**config.mk**
```make
export PLATFORM = sky130hd
export DESIGN_NAME = nqa_queue
export DESIGN_NICKNAME = d
export VERILOG_FILES = /design/src/rtl/core/nqa_pkg.sv /design/src/rtl/core/nqa_queue.sv
export VERILOG_INCLUDE_DIRS = /design/src /design/src/rtl/core
export SDC_FILE = /design/constraint.sdc
export NUM_CORES = 1
export LEC_CHECK = 0
export ABC_AREA = 1
export BUFFER_PORTS_ARGS = -buffer_cell sky130_fd_sc_hd__buf_2
export CORE_UTILIZATION = 56
export CTS_CLUSTER_SIZE = 30
export DETAILED_ROUTE_END_ITERATION = 10
export GPL_TIMING_DRIVEN = 0
export HOLD_SLACK_MARGIN = 0.08
export PLACE_DENSITY_LB_ADDON = 0.25
export SYNTH_ARGS = -nofsm -noshare
export SYNTH_HDL_FRONTEND = slang
export SYNTH_SLANG_ARGS = --single-unit
```
**constraint.sdc**
```tcl
create_clock -name clk -period 7.3 [get_ports clk]
set_input_delay 0 -clock clk [delete_from_list [all_inputs] [get_ports clk]]
set_output_delay 0 -clock clk [all_outputs]
set_load 0.05 [all_outputs]
```
**src/rtl/core/normal_quantile_approx_macros.svh**
```systemverilog
// Assertion macros shared by the normal quantile approximation RTL.
`ifndef NORMAL_QUANTILE_APPROX_MACROS_SVH
`define NORMAL_QUANTILE_APPROX_MACROS_SVH

// cons must hold in the same cycle as ante
`define NQA_ASSERT_SAME(label, ante, cons, msg) \
  label: assert property (@(posedge clk) disable iff (rst) (ante) |-> (cons)) \
    else $error(msg);

// cons must hold in the cycle after ante
`define NQA_ASSERT_NEXT(label, ante, cons, msg) \
  label: assert property (@(posedge clk) disable iff (rst) (ante) |=> (cons)) \
    else $error(msg);

`endif

```
**src/rtl/core/nqa_pkg.sv**
```systemverilog
// Shared types and constants for the normal quantile approximation block.
package nqa_pkg;

  // internal fixed point: unsigned, 32 fraction bits
  localparam int FRAC_BITS  = 32;
  localparam int DW         = 40;
  localparam int SHIFT_W    = 6;
  localparam int MAG_W      = 49;
  localparam int OUT_W      = 32;
  localparam int LOG_STEPS  = 32;
  localparam int SQRT_STEPS = 36;
  localparam int DIV_STEPS  = 40;
  localparam int QDEPTH     = 2;

  localparam logic [DW-1:0] TWO_LN2 = 40'd5954088944;
  localparam logic [DW-1:0] ONE     = 40'h01_0000_0000;

  // rational approximation coefficients, round(c * 2^32)
  localparam logic [DW-1:0] C0 = DW'(((64'd2515517 << 32) + 64'd500000) / 64'd1000000);
  localparam logic [DW-1:0] C1 = DW'(((64'd802853 << 32) + 64'd500000) / 64'd1000000);
  localparam logic [DW-1:0] C2 = DW'(((64'd10328 << 32) + 64'd500000) / 64'd1000000);
  localparam logic [DW-1:0] D1 = DW'(((64'd1432788 << 32) + 64'd500000) / 64'd1000000);
  localparam logic [DW-1:0] D2 = DW'(((64'd189269 << 32) + 64'd500000) / 64'd1000000);
  localparam logic [DW-1:0] D3 = DW'(((64'd1308 << 32) + 64'd500000) / 64'd1000000);

  // output saturation limits
  localparam logic [OUT_W-1:0] Q_MIN = 32'h8000_0000;
  localparam logic [OUT_W-1:0] Q_MAX = 32'h7FFF_FFFF;

  // item classification carried beside the tail probability
  typedef struct packed {
    logic zero;
    logic upper;
  } tag_t;

endpackage

```
**src/rtl/core/nqa_queue.sv**
```systemverilog
// Short queue between the front end and the arithmetic back end.
`include "normal_quantile_approx_macros.svh"

module nqa_queue #(
  parameter int WIDTH = 34
) (
  input  logic             clk,
  input  logic             rst,
  input  logic             push_valid,
  output logic             push_stall,
  input  logic [WIDTH-1:0] push_data,
  output logic             pop_valid,
  input  logic             pop,
  output logic [WIDTH-1:0] pop_data
);

  localparam int DEPTH = nqa_pkg::QDEPTH;
  localparam int PW    = (DEPTH > 1) ? $clog2(DEPTH) : 1;
  localparam int CW    = $clog2(DEPTH + 1);

  logic [WIDTH-1:0] mem [DEPTH];
  logic [PW-1:0]    wr_ptr;
  logic [PW-1:0]    rd_ptr;
  logic [CW-1:0]    count;
  logic             push;

  assign push_stall = (count == CW'(DEPTH));
  assign push       = push_valid && !push_stall;
  assign pop_valid  = (count != '0);
  assign pop_data   = mem[rd_ptr];

  // pointers and fill count
  always_ff @(posedge clk) begin
    if (rst) begin
      wr_ptr <= '0;
      rd_ptr <= '0;
      count  <= '0;
    end else begin
      if (push) begin
        wr_ptr <= (wr_ptr == PW'(DEPTH - 1)) ? '0 : wr_ptr + 1'b1;
      end
      if (pop) begin
        rd_ptr <= (rd_ptr == PW'(DEPTH - 1)) ? '0 : rd_ptr + 1'b1;
      end
      if (push && !pop) begin
        count <= count + 1'b1;
      end else if (pop && !push) begin
        count <= count - 1'b1;
      end
    end
  end

  always_ff @(posedge clk) begin
    if (push) begin
      mem[wr_ptr] <= push_data;
    end
  end

  `NQA_ASSERT_SAME(a_pop_nonempty, pop, count != '0, "queue popped while empty")
  `NQA_ASSERT_NEXT(a_count_up, push && !pop, count == $past(count) + 1'b1, "count missed a push")
  `NQA_ASSERT_NEXT(a_count_dn, pop && !push, count == $past(count) - 1'b1, "count missed a pop")

endmodule

```
; ---- Yosys cells after proc, flatten, opt, wreduce, memory -nomap -nowiden
; Memory sizes are Yosys's and may differ from the RTL's. A register that Yosys moved wholly into a read port is not among the register bits.
; Cells that the tools add are included.
[classes]
n_addsub = 4
n_reduce_logical = 8
eq_ne = 1
muxes = 8
[ops]
columns = op, count
row1 = 1-bit 2-to-1 mux, 6
row2 = 2-bit 2-to-1 mux, 2
row3 = 2-bit nonzero test, 2
row4 = 1-bit logical AND, 3
row5 = 1-bit logical NOT, 3
row6 = "1-bit adder, second input constant", 2
row7 = "2-bit by 1-bit adder with 2-bit output, second input constant", 1
row8 = "2-bit == test, second input constant", 1
row9 = "2-bit by 1-bit subtractor with 2-bit output, second input constant", 1
[word_totals]
output_inout_bits = 36
mem_count = 1
in_bits = 38
regBits = 4
wordCells = 25
mem_bits_rw = 68
[memory_table]
columns = name, depth, word_bits, read_ports, rd_clocked_by_memory_dff, wr, line_no
row1 = mem, 2, 34, 1, 1, 1, nqa_queue.sv:21  ; logic [WIDTH-1:0] mem [DEPTH];

; ---- Longest topological paths before layout
[depth]
depth_word = 7
ltp_mapped = 10
mapped_depth_nobuf = 10

; ---- Worst setup path after synthesis
; OpenSTA, ideal clock, no wires.
[synth_timing]
path_kind = flip-flop to flip-flop
startpoint = register count[1]
endpoint = memory mem[1][0] (enable)
n_path_buf = 0
required_ps = 6875
arrival_ps = 1913
setup_time_ps = 425
stages_incl_launch_ff = 4
setup_slack_ps = 4962
period_less_slack_ps = 2338
cell_sequence = dfxtp_1 -> inv_1 -> o21ai_2 -> nor2_1
[synth_via]
elab_chain_cells = 5
[synth_rtl]
columns = element, line_no
row1 = "start, declared", nqa_queue.sv:24  ; logic [CW-1:0] count;
row2 = "start signal, assigned", nqa_queue.sv:46  ; count <= count + 1'b1;
row3 = "start signal, assigned", nqa_queue.sv:48  ; count <= count - 1'b1;
row4 = 2-bit == test, nqa_queue.sv:27  ; assign push_stall = (count == CW'(DEPTH));
row5 = 1-bit logical NOT, nqa_queue.sv:28  ; assign push = push_valid && !push_stall;
row6 = 1-bit logical AND, nqa_queue.sv:28
row7 = 1-bit 2-to-1 mux, nqa_queue.sv:54  ; if (push) begin
row8 = 1-bit 2-to-1 mux (not written as such), nqa_queue.sv:55  ; mem[wr_ptr] <= push_data;
row9 = "end, declared", nqa_queue.sv:21
; Every way passes these cells.

; ---- Worst setup path after layout
[layout_timing]
startpoint = register count[1]
endpoint = register count[0]
[layout_via]
elab_chain_cells = 6
elab_cells_between_ends = 8
cone_classes = eq/ne (1) / mux (1) / reduce/logical (6)
[layout_rtl]
columns = element, line_no
row1 = 2-bit == test *, nqa_queue.sv:27
row2 = 1-bit logical NOT *, nqa_queue.sv:28
row3 = 1-bit logical AND *, nqa_queue.sv:28
row4 = 1-bit logical NOT, nqa_queue.sv:47  ; end else if (pop && !push) begin
row5 = 1-bit logical AND, nqa_queue.sv:47
row6 = 2-bit nonzero test (no source line), n/a
; Mark *: on every way between the ends. The rest lies on a longest branch, timed or not.
; A chain may end at the register's enable or synchronous reset.

==> run summary <==
Slew Limit Fails - 0
vias in the first global route - 1,804
I/O Buffers - 73
Final min period - 1.80 ns
DR WL/cell - 16.0 um
Overall Global Routing Usage - 21.9%
Final setup viols - 0
Net Count, Synth - 180
Clock transition at path regs - 0.07 ns
Synth Instances - 141
status - finished, final reports clean
Starting DRT DRC Count - 75
CTS H-Tree Depth - 3
Detailed Place HPWL - 3090 um
largest net degree at the start of global routing - 35
vias - 1,670
die area - 5370 um2
Synth Warn # - 0
critical path launch point type - flop
Yosys cell types - 16
cts bufs inserted - 9
WP buf/inv - 2
Bufs on Longest Clock Path - 2
#FFs+latches synth - 73
setup ws final - 5.50 ns
WL final - 5330 um
Sink Count - 73
post_cts resized - 0
dpl ws - 5.56 ns
# IOs - 74
nets@finish - 301
crit path cell chain - inv_1, o21ai_2, inv_1, ha_1, o21ai_0, a21oi_1
relative slew slack - 34.1%
layout cells sized above 1 - 46.8%
Worst-Margin Slew - 0.986 ns
clk_lat worst skew - 0.34 ns
Seq/Total Area, Yosys - 75.2%
Vert. Die Dim - 73.3 um
Post-CTS Hold Fix Bufs - 37
cell mode on critical path - inv_1
slowest stage delay, CP - 0.36 ns
CTS tree - yes
max-cap violations - 0
1st-pass router iterations - 4
Syn Area/Cell - 20.2 um2
Critical-path top delay cell - dfxtp_1
first-pass GRT wire length - 8130 um
ANT cells - 0
post-CTS setup buffer count - 0
pwr dens - 271 nW/um2
DRC Markers - 0
DRT antenna net count - 0
CTS root buf - clkbuf_8
Area growth, synth to finish - 35.5%
Top delay family on crit path - compound AO/OA/AOI/OAI gates
worst clock skew - 0.00708 ns
DR vias/cell - 5.00
worst hold path class - in2reg
Tot Pwr - 1.05 mW
Initial Utilization - 59.1%
Critical Path End Type - flop
Final Util - 80.1%
GPL Wtd Cong - 0.659
Req. time, crit path - 7.51 ns
fillcell total - 266
die width - 73.3 um
Setup Crit Path Kind - reg2reg
initial antenna violation count - 0
Lkg Pwr - 1.57 nW
RSZ-0062 raised after global routing - no
peak supply drop - 196 uV
Max FO, Critical Path - 4
post-route cell area - 3860 um2
CORE AREA - 4820 um2
final hold violation count - 0
Synth Cell Area - 2850 um2
commonest non-fill, non-tap cell in the layout - buf_2
arrival time worst endpoint - 2.02 ns
Cell Rows - 25
total gr overflow - 0
setup TNS - 0 ns
ratio of final minimum period to clock period - 24.7%
Placed Area - 3310 um2
commonest cells after routing, fill and taps aside - buf_2 (73), edfxtp_1 (68), dlygate4sd3_1 (37), mux2_4 (30)
maximum clock rate - 554 MHz
## path summary, 6_finish.rpt
kind | slack, ns | depth (start not counted) | startpoint | endpoint
min reg2reg | 0.55 | 2 | wr_ptr | wr_ptr
min | 0.14 | 5 | push_valid | wr_ptr
max reg2reg | 5.50 | 6 | count[1] | count[0]
max | 5.50 | 6 | count[1] | count[0]
## cells by family after synthesis
logic type | after synthesis | synth area share [%]
buf+inv | 13 | 3.69
simple gates | 15 | 2.11
fa+ha+maj | 1 | 0.439
compound gates | 4 | 0.835
flops | 73 | 75.2
xor+xnor | 1 | 0.308
mux | 34 | 17.4
## final cells by class
cell class              count  area, um2  area share (%)
plain buffers               4       71.3            1.85
clock buffers              11        131            3.40
clock inverters             5       46.3            1.20
inverters                   9       33.8           0.875
multi-input cells          55        616            15.9
flip-flops and latches     73       2140            55.5
well taps                  67       83.8            2.17
repair buffers            110        736            19.1
## power by group
part / internal, mW / switching [mW] / leakage, nW / total, mW
clock: 0.154 / 0.135 / 0.0898 / 0.289
combinational: 0.0875 / 0.162 / 0.807 / 0.249
sequential: 0.498 / 0.0111 / 0.675 / 0.509
## sequential cells by signal, indices dropped and copies added (netlist names), named ones only
name and flops:
mem 68, wr_ptr 1, rd_ptr 1, count 2
## worst register-to-register path, delay by kind of cell, from the launching register on
family	cells	cell delay [ns]
fa+ha+maj	1	0.35
buf+inv	2	0.23
compound gates	3	0.73
flops	1	0.36
## stage by stage
stage | std cells | hold slack (ns)
4_1_cts | 334 | 0.0855
2_1_floorplan | 141 | 0.0724
3_5_place_dp | 281 | 0.192
3_3_place_gp | 281 | 0.188
5_1_grt | 334 | 0.174
6_report | 334 | 0.141
## layer usage
layer | track usage (%) | wire length, um | up-vias | share of wire (%)
met2 | 38.7 | 2910 | 67 | 54
met5 | 0 | 0 | - | 0
met1 | 23.0 | 2020 | 818 | 38
li1 | - | - | 770 | -
met4 | 13.7 | 148 | 0 | 2.8
met3 | 6.45 | 254 | 15 | 4.8
## Yosys cell counts
master    number  area share [%]
mux2_4        30              16
buf_12         3             2.1
xnor2_1        1            0.31
buf_6          1            0.40
ha_1           1            0.44
o21ai_0        2            0.35
dfxtp_1        5             3.5
inv_1          9             1.2
nand2_1        5            0.66
mux2_2         4             1.6
o21ai_2        1            0.31
edfxtp_1      68              72
a21oi_1        1            0.18
nand3_1        1            0.18
nand4_1        1            0.22
nor2_1         8             1.1
Power figures use the tool's default switching activity.
