### src/rtl/core/normal_quantile_approx_macros.svh
// Assertion macros shared by the normal quantile approximation RTL.
`ifndef NORMAL_QUANTILE_APPROX_MACROS_SVH
`define NORMAL_QUANTILE_APPROX_MACROS_SVH

// cons must hold in the same cycle as ante
`define NQA_ASSERT_SAME(label, ante, cons, msg) \
  label: assert property (@(posedge clk) disable iff (rst) (ante) |-> (cons)) \
    else $error(msg);

// cons must hold in the cycle after ante
`define NQA_ASSERT_NEXT(label, ante, cons, msg) \
  label: assert property (@(posedge clk) disable iff (rst) (ante) |=> (cons)) \
    else $error(msg);

`endif

### src/rtl/core/nqa_pkg.sv
// Shared types and constants for the normal quantile approximation block.
package nqa_pkg;

  // internal fixed point: unsigned, 32 fraction bits
  localparam int FRAC_BITS  = 32;
  localparam int DW         = 40;
  localparam int SHIFT_W    = 6;
  localparam int MAG_W      = 49;
  localparam int OUT_W      = 32;
  localparam int LOG_STEPS  = 32;
  localparam int SQRT_STEPS = 36;
  localparam int DIV_STEPS  = 40;
  localparam int QDEPTH     = 2;

  localparam logic [DW-1:0] TWO_LN2 = 40'd5954088944;
  localparam logic [DW-1:0] ONE     = 40'h01_0000_0000;

  // rational approximation coefficients, round(c * 2^32)
  localparam logic [DW-1:0] C0 = DW'(((64'd2515517 << 32) + 64'd500000) / 64'd1000000);
  localparam logic [DW-1:0] C1 = DW'(((64'd802853 << 32) + 64'd500000) / 64'd1000000);
  localparam logic [DW-1:0] C2 = DW'(((64'd10328 << 32) + 64'd500000) / 64'd1000000);
  localparam logic [DW-1:0] D1 = DW'(((64'd1432788 << 32) + 64'd500000) / 64'd1000000);
  localparam logic [DW-1:0] D2 = DW'(((64'd189269 << 32) + 64'd500000) / 64'd1000000);
  localparam logic [DW-1:0] D3 = DW'(((64'd1308 << 32) + 64'd500000) / 64'd1000000);

  // output saturation limits
  localparam logic [OUT_W-1:0] Q_MIN = 32'h8000_0000;
  localparam logic [OUT_W-1:0] Q_MAX = 32'h7FFF_FFFF;

  // item classification carried beside the tail probability
  typedef struct packed {
    logic zero;
    logic upper;
  } tag_t;

endpackage

### src/rtl/core/nqa_front.sv
// Front end: takes input beats, folds the probability to its tail and classifies it.
module nqa_front #(
  parameter int PROB_BITS = 32
) (
  input  logic                 clk,
  input  logic                 rst,
  input  logic                 in_valid,
  output logic                 in_stall,
  input  logic [PROB_BITS-1:0] probability,
  output logic                 item_valid,
  input  logic                 item_stall,
  output logic [PROB_BITS-1:0] item_t,
  output nqa_pkg::tag_t        item_tag
);

  localparam logic [PROB_BITS-1:0] HALF = {1'b1, {(PROB_BITS-1){1'b0}}};

  logic                 zero;
  logic                 upper;
  logic [PROB_BITS-1:0] t_sel;

  // fold: t = p or 1 - p; a zero probability runs through with t set to one LSB
  always_comb begin
    zero  = (probability == '0);
    upper = (probability > HALF);
    if (zero) begin
      t_sel = PROB_BITS'(1);
    end else if (upper) begin
      t_sel = '0 - probability;
    end else begin
      t_sel = probability;
    end
  end

  assign in_stall = item_valid && item_stall;

  always_ff @(posedge clk) begin
    if (rst) begin
      item_valid <= 1'b0;
    end else if (!in_stall) begin
      item_valid <= in_valid;
    end
  end

  always_ff @(posedge clk) begin
    if (in_valid && !in_stall) begin
      item_t         <= t_sel;
      item_tag.zero  <= zero;
      item_tag.upper <= upper;
    end
  end

endmodule

### config.mk
export PLATFORM = sky130hd
export DESIGN_NAME = nqa_front
export DESIGN_NICKNAME = d
export VERILOG_FILES = /design/src/rtl/core/normal_quantile_approx_macros.svh /design/src/rtl/core/nqa_pkg.sv /design/src/rtl/core/nqa_front.sv
export SDC_FILE = /design/constraint.sdc
export NUM_CORES = 1
export LEC_CHECK = 0
export BUFFER_PORTS_ARGS = -buffer_cell sky130_fd_sc_hd__buf_2
export CORE_MARGIN = 2
export CORE_UTILIZATION = 35
export DETAILED_ROUTE_END_ITERATION = 10
export SLEW_MARGIN = 20
export SYNTH_ARGS = -nofsm -noshare
export SYNTH_HDL_FRONTEND = slang
export SYNTH_SLANG_ARGS = --single-unit
export TNS_END_PERCENT = 20
### constraint.sdc
create_clock -name clk -period 2.5 [get_ports clk]
set_input_delay 0.125 -clock clk [delete_from_list [all_inputs] [get_ports clk]]
set_output_delay 0.125 -clock clk [all_outputs]
set_load 0.005 [all_outputs]
After elaboration in Yosys (flattened, before gate mapping)
Cells that the tools add are included.
- add/sub/neg operators: 1
- multipliers: 0
- divide/modulo/power cells: 0
- $lt $le $gt $ge: 1
- eq/ne operators: 0
- shifts and indexed selects: 0
- mux-type cells: 1
- bitwise logic cells: 0
- reduce and logical (&&, ||, !) cells: 4
- operators by type and width (cell ; number):
    greater-than comparator 32 bit (second input constant) ; 1
    logical NOT 32 bit ; 1
    two-way mux 32 bit ; 1
    subtractor 1 x 32 -> 32 bit (first input constant) ; 1
    logical AND 1 bit ; 2
    logical NOT 1 bit ; 1
- flip-flop bits (word level): 35
- latch bits: 0
- bits in writable memories: 0
- ROM bits: 0
- input bits: 36
- word-level logic and storage cells: 11
- memories: 0

Depth between registers and ports, before layout
Gate-level depths: netlist (run 1).
- depth in word-level cells: 3
- depth in mapped cells: 8
- depth with buffers taken out: 7

Worst setup path after synthesis (run 1)
Ideal clock, no wire load.
- path type: register -> register
- start point: reg item_valid
- end point: reg item_t[0] (enable)
- setup time: 429 ps
- arrival time: 2016 ps
- required time: 2071 ps
- setup slack: 55 ps
- stages on the path, launching flop included: 3
- clock period less this slack: 2445 ps
- cell sequence: dfxtp_1 and2_1 nor2b_1
- cells in the longest elaborated chain, start to end: 3
- RTL lines (what ; RTL line ; RTL):
    start, declared ; nqa_front.sv:10 ; output logic item_valid,
    start signal, assigned ; nqa_front.sv:41 ; item_valid <= in_valid;
    logical AND 1 bit ; nqa_front.sv:35 ; assign in_stall = item_valid && item_stall;
    net in_stall ; nqa_front.sv:8 ; output logic in_stall,
    logical NOT 1 bit ; nqa_front.sv:46 ; if (in_valid && !in_stall) begin
    logical AND 1 bit ; nqa_front.sv:46 ;
    end signal, assigned ; nqa_front.sv:47 ; item_t <= t_sel;
    end, declared ; nqa_front.sv:12 ; output logic [PROB_BITS-1:0] item_t,
The timed path passes the listed nets, and every way through them passes these cells.
A chain may end at the register's enable or synchronous reset.

Worst setup path after layout (run 1)
- start point: in probability[20]
- end point: reg item_t[17] (data pin)
- cells in the longest elaborated chain, start to end: 2
- elaborated cells between the ends (all ways): 3
- RTL lines (what ; RTL line ; RTL):
    start, declared ; nqa_front.sv:9 ; input logic [PROB_BITS-1:0] probability,
    greater-than comparator 32 bit ; nqa_front.sv:25 ; upper = (probability > HALF);
    two-way mux 32 bit ; nqa_front.sv:28 ; end else if (upper) begin
Several ways; a longest one is shown, not always the timed one.

==> metrics, run 1 <==
setup ws final=0.5292 ns; Initial Utilization=0.3598; Die Y=76.00 um; Final Hold Fails=0; FF/Latch Area=0.001041 mm2; fin crit share=0.7883; I/O pin cnt=72; Clock Skew=0.008090 ns; total track usage=0.1477; hold_sp=in_valid; hold_ws=0.07835 ns; clock-pin slew on the worst setup and hold paths=0.06 ns; PwrDens=550.0 mW/mm2; CP endpoint kind=flop; IO Port Bufs=71; CTS Buf Count=5; drt total wl=about 4000 um; Synth Net Count=191; Post-synth EDFFs=34; clk buf depth=2; synth-to-layout area growth=30.55%; CP bufs+invs=2; critical path arrival=around 2.0 ns; H-tree lvl count=2; Die ar.=between 0.005 and 0.006 mm2; TritonCTS clock tree=yes; initial drt markers=82; area fraction of the dominant cell type after synthesis=0.5628; Mapped Cells=154; first-pass GRT wire length=between 6000 and 7000 um; critical-path cell list=buf_2 -> or3_4 -> or4_1 -> o31ai_4 -> buf_4 -> nor2_1 -> xor2_1; Leak Pwr=0.9213 nW; Post-route DRC=0; Max FO, Critical Path=8; largest net degree at the start of global routing=35; Resize count post-CTS=0; worst slew pin tran=0.5455 ns; worst reg2reg startpoint=item_valid; ranking of synthesized cells by area=edfxtp_1, xnor2_1, xor2_1, nor2_1, nor4_1; # setup viols final=0; status=finished clean; routed vias/inst=around 4.7; Setup TNS=0 ns; fin crit period=1.971 ns; FMAX=0.5074 GHz; ratio of cells with drive above 1 in the final layout=0.3702; Worst Setup SP=probability[20]; Worst setup SP type=input port; MaxCap Viol Count=0; Rows=26; DRT antenna net count=0; worst hold path class=input port to flop; Worst path max stage delay=between 0.6 and 0.7 ns; Setup CP Type=input port to flop; vias in the first global route=~1400; maximum VDD drop=0.2471 mV; fillers=500; NumNets Final=between 200 and 300; Post-CTS Hold Fix Bufs=1; WP data required=between 2 and 3 ns; post-synthesis sequential area ratio=0.5738; wire length per cell=between 10 and 15 um; #FFs+latches synth=35; Avg Cell Area, Syn=between 10 and 15 um2; area of the mapped netlist=0.001814 mm2; gpl congestion=0.6984; antenna cells=0; Main synth FF type=edfxtp_1; initial antenna violation count=0; Rel. slew slack=0.6329; Multi-input gate area=742.0 um2; setup bufs post-CTS=0; via count=1428; Crit-path slowest cell=or4_1; Synth cell types=31; Die W=around 76 um; crit-path leading delay family=simple AND/OR/NAND/NOR gates; Core Area=0.005042 mm2; Slew Viols, Final=0; total clock sinks=35; DP HPWL=3011 um; gr ovfl total=0; fraction of registers with async set/reset=0; Detailed Routing Iterations Pass 1=4; CTS root buf=clkbuf_8; YS warnings=0; Clk Latency, worst-skew pair=roughly 0.28 ns; pre-CTS setup slack=0.2364 ns; post-synth top area cell=edfxtp_1; RSZ-0062 raised after global routing=no
==> per-stage QoR <==
step | cell area [um2] | power [W] | std cells | util
after floorplan | 1814 | 0.0008194 | 154 | -
after global placement | 2278 | 0.0009283 | 296 | 0.4519
after detailed placement | 2278 | 0.0009304 | 296 | 0.4519
after CTS | 2369 | 0.001317 | 305 | 0.4697
after global routing | 2369 | 0.001363 | 305 | 0.4697
final | 2369 | 0.001303 | 305 | 0.4697
==> cells in the mapped netlist, drive strengths merged, types with 3 or more instances <==
library cell  instances
or4                   3
nand2b                3
a21oi                 7
o31ai                 4
inv                   4
nor2                 17
xnor2                16
nand3                 3
nor4                  8
nor3                  5
o41ai                 4
nand2                 7
edfxtp               34
or3                   4
o21ai                 5
or2                   3
xor2                 13
==> cells by family (layout without fill, tap and decap cells) <==
group,count (synthesis),after routing,share of synthesized area
compound gates,24,24,0.09448
xor+xnor,29,29,0.1400
fa+ha+maj,1,1,0.006895
buf+inv,8,89,0.02138
flops,35,35,0.5738
simple gates,57,57,0.1635
==> flip-flops by register name (all words and copies together) (netlist names) <==
| signal | cells |
|---|---|
| item_tag | 2 |
| item_t | 32 |
| item_valid | 1 |
==> final cells by class <==
| cell class | instances | area share |
|---|---|---|
| timing repair buffer | 77 | 0.1701 |
| clock buffer | 8 | 0.03381 |
| sequential | 35 | 0.4395 |
| tap | 70 | 0.03698 |
| inverter | 4 | 0.006339 |
| multi-input combinational | 111 | 0.3133 |
==> report_power, final <==
part           leakage (nW)  internal [W]  total [W]  switching, W
registers             0.338      0.000703   0.000714     0.0000107
clock network        0.0395      0.000198   0.000385      0.000187
logic                 0.544     0.0000959   0.000204      0.000108
total                 0.921      0.000997    0.00130      0.000306
==> worst min-delay path, delay by kind of cell <==
kind / cells / cell delay (ns)
and+or+nand+nor: 2 / 0.11
buffers and inverters: 1 / 0.09
==> layout by cell type (no fill, tap or decap), types with 7 or more instances in the layout <==
master and count:
xnor2_1 16, nand2_1 7, nor4_1 8, edfxtp_1 34, buf_2 71, a21oi_1 7
xor2_1 13, nor2_1 17
==> final timing paths <==
check,slack [ns],endpoint,cells after the start
setup / recovery,0.53,item_t[17],7
hold / removal,0.08,item_valid,3
setup reg to reg,1.17,item_t[4],3
hold reg to reg,0.67,item_valid,3
==> layer usage <==
metal / track usage / up-vias / routed length [um]
met3: 0.04384 / 5 / 229
met4: 0.04909 / 0 / 61
met2: 0.2321 / 43 / 1870
met5: 0 / - / 0
li1: - / 730 / -
met1: 0.1966 / 650 / 1894
Power figures use the tool's default switching activity.
==> inputs of run 2 (changes only) <==
--- a/config.mk
+++ b/config.mk
@@ -5,6 +5,7 @@
 export SDC_FILE = /design/constraint.sdc
 export NUM_CORES = 1
 export LEC_CHECK = 0
+export ABC_AREA = 1
 export BUFFER_PORTS_ARGS = -buffer_cell sky130_fd_sc_hd__buf_2
 export CORE_MARGIN = 2
 export CORE_UTILIZATION = 35
==> constraint.sdc (replaced) <==
create_clock -name clk -period 1.6 [get_ports clk]
set_input_delay 0.08 -clock clk [delete_from_list [all_inputs] [get_ports clk]]
set_output_delay 0.08 -clock clk [all_outputs]
set_load 0.005 [all_outputs]
==> run 2 against run 1 <==
  * Worst setup slack lost 0.15 ns
  * First-iteration DRC count rose by 17%
  * Global-route usage grew 2.3 points
  * Via count rose by 56%
  * Largest power group unchanged
==> metrics, run 2 <==
CTS root buf=clkbuf_8 (unchanged); Rel. slew slack=0.7884 (was 0.6329); maximum VDD drop=0.3091 mV (was 0.2471 mV); Leak Pwr=1.478 nW (was 0.9213 nW); Synth cell types=25 (was 31); critical path arrival=1.25 ns (was 2.00 ns); Gate power share=0.184 (was 0.156); setup bufs post-CTS=0 (unchanged); gpl congestion=0.9023 (was 0.6984); Simple-Gate Fraction of Synth Area=0.3604 (was 0.1634); initial drt markers=96 (was 82); CTS Buf Count=5 (unchanged); Post-synth EDFFs=34 (unchanged); routed vias/inst=4.604 (was 4.682); Initial Utilization=0.3670 (was 0.3598); cell area after layout=0.002959 mm2 (was 0.002369 mm2); vias in the first global route=2094 (was 1445); Setup TNS=0 ns (unchanged); NumNets Final=444 (was 271); worst slew pin tran=0.3153 ns (was 0.5455 ns); Avg Cell Area, Syn=7.231 um2 (was 11.78 um2); initial antenna violation count=0 (unchanged); Rows=29 (was 26); Synth Net Count=363 (was 191); ratio of cells with drive above 1 in the final layout=0.2426 (was 0.3702); Detailed Routing Iterations Pass 1=4 (unchanged); power share of the clock group=0.307 (was 0.296); post-synthesis adder-cell area fraction=0.005308 (was 0.006897); clock-pin slew on the worst setup and hold paths=0.07 ns (was 0.06 ns); dpl cells=476 (was 296); xor and xnor area share after synthesis=0.05202 (was 0.1400); IO Port Bufs=71 (unchanged); post-synthesis mux area share=0 (unchanged); total track usage=0.1710 (was 0.1477); Final Util=0.4607 (was 0.4697); first-pass GRT wire length=9894 um (was 6803 um); Setup CP Type=input port to flop (unchanged); Compound-Gate Fraction of Synth Area=0.05042 (was 0.09448); gr ovfl total=0 (unchanged); fraction of registers with async set/reset=0 (unchanged); MaxCap Viol Count=0 (unchanged); area of the mapped netlist=0.002357 mm2 (was 0.001814 mm2); fin crit share=0.7605; fillers=691 (was 500); CP endpoint kind=flop (unchanged); Die W=86.07 um (was 76.00 um); RSZ-0062 raised after global routing=no (unchanged); WP data required=1.63 ns (was 2.53 ns); Net Switching=0.0005668 W (was 0.0003060 W); worst hold path class=input port to flop (unchanged); max reg flops=32 (unchanged); Biggest register=item_t (unchanged); PwrDens=731.9 mW/mm2 (was 550.0 mW/mm2); H-tree lvl count=2 (unchanged); Slew Viols, Final=0 (unchanged); Mapped Cells=326 (was 154); area fraction of the dominant cell type after synthesis=0.4331 (was 0.5628); Clk Latency, worst-skew pair=0.29 ns (was 0.28 ns); most frequent cell after synthesis=nand2_1 (was edfxtp_1); ranking of synthesized cells by area=edfxtp_1, nand2_1, nor2_1, inv_1, xor2_1 (was edfxtp_1, xnor2_1, xor2_1, nor2_1, nor4_1); # setup viols final=0 (unchanged); DRT antenna net count=0 (unchanged); synth-to-layout area growth=25.53% (was 30.55%); drt total wl=5996 um (was 4057 um); I/O pin cnt=72 (unchanged); switching share of power=0.2617 (was 0.2349); Post-synth top cells=nand2_1, nor2_1, inv_1, edfxtp_1 (was edfxtp_1, nor2_1, xnor2_1, xor2_1, nor4_1); Die Y=86.07 um (was 76.00 um); clk buf depth=2 (unchanged); main combinational cell family by area after synthesis=simple AND/OR/NAND/NOR gates (unchanged); Non-Filler Instances=485 (was 305); post-synthesis sequential area ratio=0.4416 (was 0.5738); post-synth top area cell=edfxtp_1 (unchanged); TritonCTS clock tree=yes (unchanged); share of power burned in registers=0.508 (was 0.548); DP HPWL=4812 um (was 3011 um); Die ar.=0.007407 mm2 (was 0.005775 mm2); most common cell after layout, fill and taps aside=nand2_1 (was buf_2); antenna cells=0 (unchanged); commonest cells after routing, fill and taps aside=nand2_1, buf_2, nor2_1 (was buf_2, edfxtp_1, nor2_1); total clock sinks=35 (unchanged); largest net degree at the start of global routing=35 (unchanged); YS warnings=0 (unchanged); Main synth FF type=edfxtp_1 (unchanged); Power Internal=0.001599 W (was 0.0009966 W); via count=2233 (was 1428); fin crit period=1.217 ns; Power, Total=0.002166 W (was 0.001303 W); Max FO, Critical Path=8 (unchanged); Worst setup SP type=input port (unchanged); Core Area=0.006422 mm2 (was 0.005042 mm2); #FFs+latches synth=35 (unchanged); placement-stage cell area=0.002858 mm2 (was 0.002278 mm2); top flop regs=item_t: 32 flops, item_tag: 2 flops, item_valid: 1 flops (unchanged); status=finished clean (unchanged); wire length per cell=12.36 um (was 13.30 um); FMAX=0.8219 GHz; Final Hold Fails=0 (unchanged); Clock Skew=0.005271 ns (was 0.008090 ns); Post-route DRC=0 (unchanged)
## run 2: changes by cell type after synthesis, moves of 6 or more
| cell | previous run | this run |
|---|---|---|
| nor4_1 | 8 | 2 |
| a21oi_1 | 7 | 1 |
| inv_1 | 4 | 46 |
| xnor2_1 | 16 | 0 |
| nand3_1 | 3 | 14 |
| nand2_1 | 7 | 122 |
| nor2_1 | 17 | 54 |
## run 2: worst max-delay path, stage by stage
cell and delay, ns:
buf_2 0.07, inv_1 0.05, ha_1 0.22, nand2_2 0.12
nor2_4 0.06, nand2_4 0.10, inv_2 0.03, nand2_1 0.09
nand2_1 0.11, buf_4 0.18, nand2_1 0.05, o21ai_0 0.07
## run 2: per-layer routing
layer / part of all wire / vias to the layer above / wire (um) / track usage
met3: 0.042 / 4 / 254 / 0.03272
met4: 0.011 / 0 / 63 / 0.05916
met5: 0 / - / 0 / 0
met2: 0.48 / 53 / 2863 / 0.2805
li1: - / 1177 / - / -
met1: 0.47 / 999 / 2815 / 0.2254
## run 2: power by group through the flow
stage	registers, W	clock network (W)	logic [W]
after CTS	0.00110	0.000698	0.000404
after global routing	0.00111	0.000735	0.000455
after global placement	0.00112	0	0.000399
after detailed placement	0.00112	0	0.000401
final	0.00110	0.000666	0.000399
after floorplan	0.00113	0	0.000192
## run 2: kinds of logic after synthesis
| kind of cell | after synthesis |
|---|---|
| AO/OA/AOI/OAI | 19 |
| adder cells (fa/ha/maj) | 1 |
| XOR/XNOR | 14 |
| AND/OR/NAND/NOR | 205 |
| buffers and inverters | 52 |
| flip-flops | 35 |
## run 2: path summary, 6_finish.rpt
check	from	endpoint	slack, ns	cells past startpoint
worst min register to register	item_valid	item_valid	0.47	2
worst max register to register	item_valid	item_t[8]	0.52	4
worst min-delay path	item_stall	item_valid	0.06	3
worst max-delay path	probability[0]	item_t[7]	0.38	12
## run 2: repair_timing
action	in CTS	in global routing
gates resized for setup	0	0
hold endpoints to repair	1	0
hold buffers	1	0
## run 2: area by class of cell
type                       count  area, um2  area share
clock buffer                   7      86.33     0.02918
clock inverter                 1      5.005    0.001691
inverter                      47      176.4     0.05962
multi-input combinational    239       1111      0.3755
sequential                    35       1041      0.3518
tap                           77      96.34     0.03256
timing repair buffer          79      442.9      0.1497
## run 2: stage by stage
stage / setup slack [ns] / hold slack [ns]
detailed placement: 0.07559 / 0.2431
global route: 0.2892 / 0.07206
CTS: 0.3837 / 0.04712
floorplan: 0.2360 / 0.1491
global placement: 0.1041 / 0.2388
finish: 0.3833 / 0.05772
